<file path="config.mk">
export PLATFORM = sky130hd
export DESIGN_NAME = keypad_code_lock_controller
export DESIGN_NICKNAME = d
export VERILOG_FILES = /design/src/rtl/kcl_pkg.sv /design/src/rtl/kcl_in_stage.sv /design/src/rtl/kcl_core.sv /design/src/rtl/keypad_code_lock_controller.sv
export SDC_FILE = /design/constraint.sdc
export NUM_CORES = 1
export LEC_CHECK = 0
export BUFFER_PORTS_ARGS = -buffer_cell sky130_fd_sc_hd__buf_4
export CAP_MARGIN = 20
export CELL_PAD_IN_SITES_DETAIL_PLACEMENT = 0
export CELL_PAD_IN_SITES_GLOBAL_PLACEMENT = 1
export CORE_ASPECT_RATIO = 1.1
export CORE_UTILIZATION = 51
export DETAILED_ROUTE_END_ITERATION = 10
export HOLD_SLACK_MARGIN = 0.03
export PLACE_DENSITY = 0.86
export SKIP_LAST_GASP = 1
export SLEW_MARGIN = 20
export SYNTH_ARGS = -nofsm -noshare
export SYNTH_HDL_FRONTEND = slang
export SYNTH_SLANG_ARGS = --single-unit
</file>
<file path="constraint.sdc">
create_clock -name i_clk -period 3.85 [get_ports i_clk]
set_clock_uncertainty 0.05 [all_clocks]
set_input_delay 0.5775 -clock i_clk [delete_from_list [all_inputs] [get_ports i_clk]]
set_output_delay 0.5775 -clock i_clk [all_outputs]
set_load 0.01 [all_outputs]
</file>
<file path="src/rtl/kcl_pkg.sv">
// Shared types and constants for the keypad code lock controller.
// Used by every module in the rtl folder; depends on nothing else.
`timescale 1ns / 1ps

package kcl_pkg;

    // Code length and the widths that follow from it.
    localparam int CODE_LENGTH = 4;
    localparam int POS_W       = $clog2(CODE_LENGTH + 1);
    localparam int IDX_W       = (CODE_LENGTH > 1) ? $clog2(CODE_LENGTH) : 1;

    // Open-door timer and its register.
    localparam int          TIMER_W       = 24;
    localparam logic [23:0] TIMEOUT_RESET = 24'd3706425;

    // Remapped key codes.
    localparam logic [3:0] KEY_DIGIT_LIMIT = 4'd10;
    localparam logic [3:0] KEY_BACKSPACE   = 4'd10;
    localparam logic [3:0] KEY_ENTER       = 4'd11;
    localparam logic [3:0] KEY_LOCK        = 4'd12;
    localparam logic [3:0] KEY_CHANGE      = 4'd13;

    // Servo commands.
    localparam logic [1:0] SERVO_NONE   = 2'd0;
    localparam logic [1:0] SERVO_LOCKED = 2'd1;
    localparam logic [1:0] SERVO_OPEN   = 2'd2;

    // Message codes.
    localparam logic [3:0] MSG_NONE       = 4'd0;
    localparam logic [3:0] MSG_STAR       = 4'd1;
    localparam logic [3:0] MSG_ERASE      = 4'd2;
    localparam logic [3:0] MSG_ENTER      = 4'd3;
    localparam logic [3:0] MSG_WRONG      = 4'd4;
    localparam logic [3:0] MSG_CORRECT    = 4'd5;
    localparam logic [3:0] MSG_NOT_CLOSED = 4'd6;
    localparam logic [3:0] MSG_CLOSED     = 4'd7;
    localparam logic [3:0] MSG_OLD_PROMPT = 4'd8;
    localparam logic [3:0] MSG_NEW_PROMPT = 4'd9;
    localparam logic [3:0] MSG_DONE       = 4'd10;

    // One registered input word after key remapping.
    typedef struct packed {
        logic       valid;
        logic       tick;
        logic [3:0] key;
    } t_item;

    // Raw encoder codes above 7 lose 8, codes below 6 gain 8, 6 and 7 stay.
    function automatic logic [3:0] remap_key(input logic [3:0] raw);
        logic [3:0] key;
        if (raw > 4'd7) begin
            key = raw - 4'd8;
        end else if (raw < 4'd6) begin
            key = raw + 4'd8;
        end else begin
            key = raw;
        end
        return key;
    endfunction

endpackage

</file>
<file path="src/rtl/kcl_in_stage.sv">
// Input register of the keypad code lock: captures one word and remaps its key.
// Depends on kcl_pkg.
`timescale 1ns / 1ps

module kcl_in_stage
    import kcl_pkg::*;
(
    input  logic       i_clk,
    input  logic       i_rst_n,
    input  logic       i_load,
    input  logic       i_in_valid,
    input  logic       i_kind,
    input  logic [3:0] i_key_code,
    output t_item      o_item
);

    logic       r_valid;
    logic       r_tick;
    logic [3:0] r_key;

    // The stage reloads whenever it is empty or its word moves on.
    always_ff @(posedge i_clk) begin
        if (!i_rst_n) begin
            r_valid <= 1'b0;
        end else if (i_load) begin
            r_valid <= i_in_valid;
        end
        if (i_load && i_in_valid) begin
            r_tick <= i_kind;
            r_key  <= remap_key(i_key_code);
        end
    end

    assign o_item = '{valid: r_valid, tick: r_tick, key: r_key};

endmodule

</file>
<file path="src/rtl/kcl_core.sv">
// Lock state machine, code stores, open timer and result register.
// Depends on kcl_pkg; fed by kcl_in_stage.
`timescale 1ns / 1ps

module kcl_core
    import kcl_pkg::*;
(
    input  logic               i_clk,
    input  logic               i_rst_n,
    input  logic               i_advance,
    input  t_item              i_item,
    input  logic [TIMER_W-1:0] i_open_timeout,
    output logic               o_out_valid,
    output logic [2:0]         o_mode,
    output logic [1:0]         o_servo_cmd,
    output logic               o_alarm,
    output logic [3:0]         o_message,
    output logic [2:0]         o_digits_entered
);

    typedef enum logic [2:0] {
        MODE_SET    = 3'd0,
        MODE_LOCKED = 3'd1,
        MODE_ENTER  = 3'd2,
        MODE_OPEN   = 3'd3,
        MODE_OLD    = 3'd4,
        MODE_NEW    = 3'd5
    } t_mode;

    // Lock state.
    t_mode              r_mode, n_mode;
    logic [POS_W-1:0]   r_pos, n_pos;
    logic [TIMER_W-1:0] r_timer, n_timer;
    logic               r_alarm, n_alarm;
    logic [3:0]         r_stored  [CODE_LENGTH];
    logic [3:0]         n_stored  [CODE_LENGTH];
    logic [3:0]         r_entered [CODE_LENGTH];
    logic [3:0]         n_entered [CODE_LENGTH];

    // Result register.
    logic       r_out_valid;
    logic [2:0] r_res_mode;
    logic [1:0] r_res_servo, n_servo;
    logic       r_res_alarm;
    logic [3:0] r_res_msg, n_msg;
    logic [2:0] r_res_digits, n_digits;

    // Helpers for the entry and timer paths.
    logic [POS_W-1:0]   pos_clamped;
    logic [IDX_W-1:0]   wr_idx;
    logic [POS_W-1:0]   pos_inc;
    logic               code_ok;
    logic [TIMER_W-1:0] limit;
    logic [TIMER_W-1:0] timer_inc;
    logic               is_key;

    // Write position, clamped to the last digit, and the code compare that
    // sees the digit being written this cycle.
    always_comb begin
        pos_clamped = (r_pos >= POS_W'(CODE_LENGTH)) ? POS_W'(CODE_LENGTH - 1) : r_pos;
        wr_idx      = pos_clamped[IDX_W-1:0];
        pos_inc     = pos_clamped + POS_W'(1);
        code_ok     = 1'b1;
        for (int n = 0; n < CODE_LENGTH; n++) begin
            if (((IDX_W'(n) == wr_idx) ? i_item.key : r_entered[n]) != r_stored[n]) begin
                code_ok = 1'b0;
            end
        end
        limit     = (i_open_timeout == '0) ? TIMER_W'(1) : i_open_timeout;
        timer_inc = r_timer + TIMER_W'(1);
        is_key    = !i_item.tick;
    end

    // Next state and result for the word in the input register.
    always_comb begin
        n_mode    = r_mode;
        n_pos     = r_pos;
        n_timer   = r_timer;
        n_alarm   = r_alarm;
        n_stored  = r_stored;
        n_entered = r_entered;
        n_servo   = SERVO_NONE;
        n_msg     = MSG_NONE;

        unique case (r_mode)
            MODE_OPEN: begin
                if (i_item.tick) begin
                    if (r_timer < limit) begin
                        n_timer = timer_inc;
                        if (timer_inc == limit) begin
                            n_alarm = 1'b1;
                            n_msg   = MSG_NOT_CLOSED;
                        end
                    end
                end else if (i_item.key == KEY_LOCK) begin
                    n_servo = SERVO_LOCKED;
                    n_alarm = 1'b0;
                    n_msg   = MSG_CLOSED;
                    n_mode  = MODE_LOCKED;
                end else begin
                    n_timer = '0;
                end
            end
            MODE_LOCKED: begin
                if (is_key && i_item.key == KEY_ENTER) begin
                    n_mode = MODE_ENTER;
                    n_pos  = '0;
                    n_msg  = MSG_ENTER;
                end else if (is_key && i_item.key == KEY_CHANGE) begin
                    n_mode = MODE_OLD;
                    n_pos  = '0;
                    n_msg  = MSG_OLD_PROMPT;
                end
            end
            MODE_SET, MODE_ENTER, MODE_OLD, MODE_NEW: begin
                if (is_key && i_item.key < KEY_DIGIT_LIMIT) begin
                    // Digit: store it and check for a complete entry.
                    if (r_mode == MODE_SET || r_mode == MODE_NEW) begin
                        n_stored[wr_idx] = i_item.key;
                    end else begin
                        n_entered[wr_idx] = i_item.key;
                    end
                    n_pos = pos_inc;
                    n_msg = MSG_STAR;
                    if (pos_inc >= POS_W'(CODE_LENGTH)) begin
                        n_pos = '0;
                        if (r_mode == MODE_SET) begin
                            n_mode  = MODE_LOCKED;
                            n_servo = SERVO_LOCKED;
                        end else if (r_mode == MODE_NEW) begin
                            n_mode  = MODE_LOCKED;
                            n_servo = SERVO_LOCKED;
                            n_msg   = MSG_DONE;
                        end else if (!code_ok) begin
                            n_mode  = MODE_LOCKED;
                            n_servo = SERVO_LOCKED;
                            n_msg   = MSG_WRONG;
                        end else if (r_mode == MODE_ENTER) begin
                            n_mode  = MODE_OPEN;
                            n_timer = '0;
                            n_servo = SERVO_OPEN;
                            n_msg   = MSG_CORRECT;
                        end else begin
                            n_mode = MODE_NEW;
                            n_msg  = MSG_NEW_PROMPT;
                        end
                    end
                end else if (is_key && i_item.key == KEY_BACKSPACE && r_pos != '0) begin
                    // Backspace at the first position is ignored.
                    n_pos = r_pos - POS_W'(1);
                    n_msg = MSG_ERASE;
                end
            end
            default: begin
                n_mode = MODE_LOCKED;
            end
        endcase

        n_digits = (n_mode == MODE_LOCKED || n_mode == MODE_OPEN) ? 3'd0 : 3'(n_pos);
    end

    // State and result registers; only valid moves with no word processed.
    always_ff @(posedge i_clk) begin
        if (!i_rst_n) begin
            r_mode      <= MODE_SET;
            r_pos       <= '0;
            r_timer     <= '0;
            r_alarm     <= 1'b0;
            r_out_valid <= 1'b0;
        end else if (i_advance) begin
            r_out_valid <= i_item.valid;
            if (i_item.valid) begin
                r_mode  <= n_mode;
                r_pos   <= n_pos;
                r_timer <= n_timer;
                r_alarm <= n_alarm;
            end
        end
        if (i_advance && i_item.valid) begin
            r_stored     <= n_stored;
            r_entered    <= n_entered;
            r_res_mode   <= n_mode;
            r_res_servo  <= n_servo;
            r_res_alarm  <= n_alarm;
            r_res_msg    <= n_msg;
            r_res_digits <= n_digits;
        end
    end

    assign o_out_valid      = r_out_valid;
    assign o_mode           = r_res_mode;
    assign o_servo_cmd      = r_res_servo;
    assign o_alarm          = r_res_alarm;
    assign o_message        = r_res_msg;
    assign o_digits_entered = r_res_digits;

endmodule

</file>
<file path="src/rtl/keypad_code_lock_controller.sv">
// Keypad code lock controller: an input register, then one pass of lock logic into
// a result register; an accepted word passes the input register, then the result
// register. Throughput is one word per cycle; the input and result registers
// advance together whenever the result register is empty or being taken.
// Synchronous active-low reset empties both registers, enters the set-code mode
// and loads the open timeout with its default. Depends on kcl_pkg, kcl_in_stage, kcl_core.
`timescale 1ns / 1ps

module keypad_code_lock_controller
    import kcl_pkg::*;
(
    input  logic        i_clk,
    input  logic        i_rst_n,
    // Input channel.
    input  logic        i_in_valid,
    output logic        o_in_stall,
    input  logic        i_kind,
    input  logic [3:0]  i_key_code,
    // Result channel.
    output logic        o_out_valid,
    input  logic        i_out_stall,
    output logic [2:0]  o_mode,
    output logic [1:0]  o_servo_cmd,
    output logic        o_alarm,
    output logic [3:0]  o_message,
    output logic [2:0]  o_digits_entered,
    // Configuration channel for the open timeout.
    input  logic        i_cfg_valid,
    output logic        o_cfg_ready,
    input  logic [23:0] i_cfg_data
);

    logic [TIMER_W-1:0] r_timeout;
    t_item              item;
    logic               advance;
    logic               load;

    // Timeout register; writes are always taken.
    assign o_cfg_ready = 1'b1;

    always_ff @(posedge i_clk) begin
        if (!i_rst_n) begin
            r_timeout <= TIMEOUT_RESET;
        end else if (i_cfg_valid && o_cfg_ready) begin
            r_timeout <= i_cfg_data;
        end
    end

    // Pipeline flow: the core advances when its result register is empty or being taken.
    assign advance    = !o_out_valid || !i_out_stall;
    assign load       = advance || !item.valid;
    assign o_in_stall = item.valid && !advance;

    kcl_in_stage u_in_stage (
        .i_clk      (i_clk),
        .i_rst_n    (i_rst_n),
        .i_load     (load),
        .i_in_valid (i_in_valid),
        .i_kind     (i_kind),
        .i_key_code (i_key_code),
        .o_item     (item)
    );

    kcl_core u_core (
        .i_clk            (i_clk),
        .i_rst_n          (i_rst_n),
        .i_advance        (advance),
        .i_item           (item),
        .i_open_timeout   (r_timeout),
        .o_out_valid      (o_out_valid),
        .o_mode           (o_mode),
        .o_servo_cmd      (o_servo_cmd),
        .o_alarm          (o_alarm),
        .o_message        (o_message),
        .o_digits_entered (o_digits_entered)
    );

endmodule

</file>
==> results.txt <==
- Once layout is complete, the cells apart from fillers number 866.
- Violation count after the first detailed-routing iteration: 371
- The critical path crosses 12 cells after its start point.
- Max-Slew Margin vs Limit: 0.511
* CTS Buffer Depth: 2
- Net total in the final layout: 772
- In the final routed layout, each cell accounts on average for 18.5 µm.
- The number of buffers and inverters on the critical path is 0.
* Height of the die: 120 µm
- For this run, the slowest stage of the critical path takes 0.46 ns.
* Mapped Avg Cell Area: 9.41 µm²
- Clock edge transition at the registers on the reported setup and hold paths: 0.08 ns
- Across all setup checks in the final design, the least slack found is 0.435 ns.
- Number of levels the H-tree was split into: 3
* Dominant combinational cell family by area after synthesis: simple AND/OR/NAND/NOR gates
- Number of synthesized flops with an enable pin: 50
- Along the worst path, the maximum fanout reaches 12.
- After clock tree synthesis, the repair step resized 0 gates.
- Worst hold path depth: 1
- For this run, the number of Yosys warnings is 0.
- In the global route stage, overall resource usage came out at 0.259.
* Worst setup timing slack at the placement stage: 0.474 ns
- Type of the worst setup path: flop to flop
* Clock network fraction of total power: 0.375
- Setup TNS Final: 0 ns
* Multiplexer fraction of the synthesized cell area: 0.0483
* Required time at the endpoint of the critical path: 4.03 ns
* Post-CTS Setup Inserts: 0
- Drt via density: 6.02
* Xor/xnor share of the synthesized area: 0.0681
- Status: complete, no violations
- I/O Buffers: 48
- The analysis attributes to cell leakage a power of 2.66 nW.
* Share of total power consumed by net switching: 0.262
- Worst hold margin: 0.354 ns
- The HPWL after detailed placement is 11700 µm.
* Cell area reported after detailed placement: 6820 µm²
* Post-synthesis sequential area ratio: 0.411
- Total setup violations reported at the end of the flow: 0
* Fraction of synthesis flops using an asynchronous set or reset pin: 0
- Final Instance Area: 7110 µm²
* Simple-gate area share of the yosys netlist: 0.188
- After synthesis, the netlist uses 63 different library cells.
* Horiz. Die Dim: 109 µm
* Most used DFF post-synth: dfxtp_1
- Tcrit/Tclk final: 0.887
- For this design, the slowest cell found on the critical path is nand2_1.
- The congestion estimate from routability-driven global placement came to 0.906.
- Total wire length after detailed routing: 16000 µm
* Sequential share of power: 0.523
* Number of hold buffers added after cts: 0
- Layout Utilization: 0.586
- Starting utilization of the core area: 0.529
* Unrepaired setup endpoints after global routing: false
- Traced cell by cell, the critical path runs through nor4_1 -> nand4_1 -> o21bai_1 -> ha_1 -> nand2b_1 -> a21oi_1 -> o41ai_1 -> a2111oi_2 -> o2111ai_4 -> nand2_1 -> o211ai_1 -> o21ai_0.
* Cell area after synthesis: 6430 µm²
* Number of maximum-capacitance constraint violations: 0
- Timing would allow up to 293 MHz.
- Clock insertion delay at the later pin of the skew report: 0.35 ns
- The count of final max-slew check failures was 0.
* Fraction of layout cells with a size suffix above 1: 0.135
* Hold Crit Class: primary input to flop
- Cell internal power was estimated by the tool at 1.79 mW.
* Combinational Power Share: 0.102
- Entering global routing, the biggest net connects 35 pins.
* Antenna violations before repair: 0
- Worst R2R Path Depth: 12
* Number of optimization iterations in the first detailed-route pass: 5
- TritonCTS created 9 clock buffers.
- Summed over all instances, the cell type with the most area after synthesis is edfxtp_1.
- Power density over the cells: 340 nW/µm²
- Row count: 42
- For the pin with the worst max-slew slack, the measured transition is 0.726 ns.
- At the worst endpoint, the arrival time is 3.60 ns.
* Syn-to-layout area delta: 10.6%
- For this design the total switching power over the nets is 634 µW.
- Counting every net in the synthesized netlist gives 748.
* Cell types occupying the most area after synthesis: edfxtp_1, dfxtp_1, ha_1, xnor2_1, mux2i_1
* Shortest clock period the worst path allows after layout: 3.42 ns
- STA classifies the critical path endpoint as a flop.
* Sink Count: 107
- TritonCTS built the clock tree.
* Synth Register Bits: 107
* Final hold violations: 0
- IR analysis of the VDD net gives a maximum drop of 0.000181 V.
- Share of Yosys cell area claimed by the top area cell type: 0.234
- Synthesized-area fraction occupied by ao, oa, aoi and oai cells: 0.167
- The via count of the first global-routing pass is 5144.
- The floorplan step defined a die boundary enclosing 13100 µm².
- Crit path launch type: flop
* Cell total after placement: 850
- Detailed-route DRC error count: 0
- Sorting the synthesized cells by how often they occur yields dfxtp_1, nand2_1, nor2_1.
- Diode insertion count for antenna repair: 0
* I/O Pins: 50
- GRT Residual Overflow: 0
* Global-route wire length before repair: 25800 µm
- Overall Power: 2.42 mW
- The region available for standard cell placement spans 12100 µm².
- Yosys instantiated no cell more often than dfxtp_1.
- Clock root buffer: clkbuf_16
* Post-synthesis instance total: 683
- Remaining number of nets flagged by the antenna check after routing: 0
- Routed vias: 5214
- Of the total synthesized cell area, the portion taken by full adders, half adders and majority gates is 0.0603.
* Number of fill cells: 1060
- Grouping stages by cell kind, the critical path spends the most delay in compound AO/OA/AOI/OAI gates.
==> power by group through the flow <==
stage               sequential, mW  clock [mW]  combinational (mW)
floorplan                     1.27           0               0.171
global placement              1.29           0               0.242
detailed placement            1.29           0               0.246
CTS                           1.27       0.915               0.247
global route                  1.27       0.965               0.275
finish                        1.27       0.908               0.246
==> layout by cell type (no fill, tap or decap), drive strengths merged, types with 6 or more instances in the layout <==
cell / synthesis / routed
nand2b: 11 / 11
o21ai: 32 / 32
o31ai: 15 / 15
nor4: 15 / 15
edfxtp: 50 / 50
clkbuf: 22 / 9
buf: 21 / 56
a21oi: 30 / 30
a31oi: 6 / 6
nor2: 52 / 52
and2: 20 / 20
nor2b: 6 / 6
nand4: 18 / 18
mux2i: 31 / 31
and4: 7 / 7
dfxtp: 57 / 57
inv: 39 / 43
ha: 31 / 31
nand2: 55 / 55
xor2: 9 / 9
nand3: 23 / 23
o211ai: 25 / 25
xnor2: 41 / 41
nor3: 12 / 12
==> worst paths after layout <==
| kind | startpoint | slack, ns | endpoint |
|---|---|---|---|
| worst min register to register | u_core.r_alarm$_SDFFE_PN0P_ | 0.44 | u_core.r_alarm$_SDFFE_PN0P_ |
| worst max-delay path | r_timeout[7]$_SDFFE_PN0P_ | 0.43 | u_core.r_timer[2]$_SDFFE_PN0P_ |
| worst min-delay path | i_key_code[0] | 0.35 | u_in_stage.r_key[0]$_DFFE_PP_ |
| worst max register to register | r_timeout[7]$_SDFFE_PN0P_ | 0.43 | u_core.r_timer[2]$_SDFFE_PN0P_ |
==> worst register-to-register path, stage by stage, from the launching register on <==
cell and delay (ns):
dfxtp_1 0.34, nor4_1 0.41, nand4_1 0.21, o21bai_1 0.22, ha_1 0.18, nand2b_1 0.10
a21oi_1 0.06, o41ai_1 0.32, a2111oi_2 0.17, o2111ai_4 0.33, nand2_1 0.46, o211ai_1 0.32
o21ai_0 0.12
==> sequential cells by signal (all words and copies together), names as in the netlist, 4 cells and up <==
name              count
u_core.r_stored      16
u_core.o_message      4
u_core.r_entered     16
u_in_stage.r_key      4
r_timeout            24
u_core.r_timer       24
==> cell type report <==
class,count,area [µm²],area share
well taps,154,193,0.0271
multi-input cells,494,3420,0.481
inverters,39,146,0.0206
repair buffers,56,420,0.0591
flip-flops and latches,107,2640,0.372
clock buffers,9,225,0.0317
clock inverters,7,65.1,0.00915
==> cell families (layout without fill, tap and decap cells) <==
kind of cell	after synthesis	count (layout)
AO/OA/AOI/OAI	148	148
multiplexers	31	31
other	1	1
adder cells (fa/ha/maj)	31	31
flip-flops	107	107
buffers and inverters	82	111
AND/OR/NAND/NOR	233	233
XOR/XNOR	50	50
==> metal layers <==
metal / routed length, µm / vias up / global-route usage
met4: 607 / 0 / 0.129
met3: 639 / 31 / 0.0380
met5: 0 / - / 0.0126
met1: 6660 / 2509 / 0.308
li1: - / 2527 / -
met2: 8090 / 147 / 0.448
No activity file was read; power rests on OpenSTA's default activity.
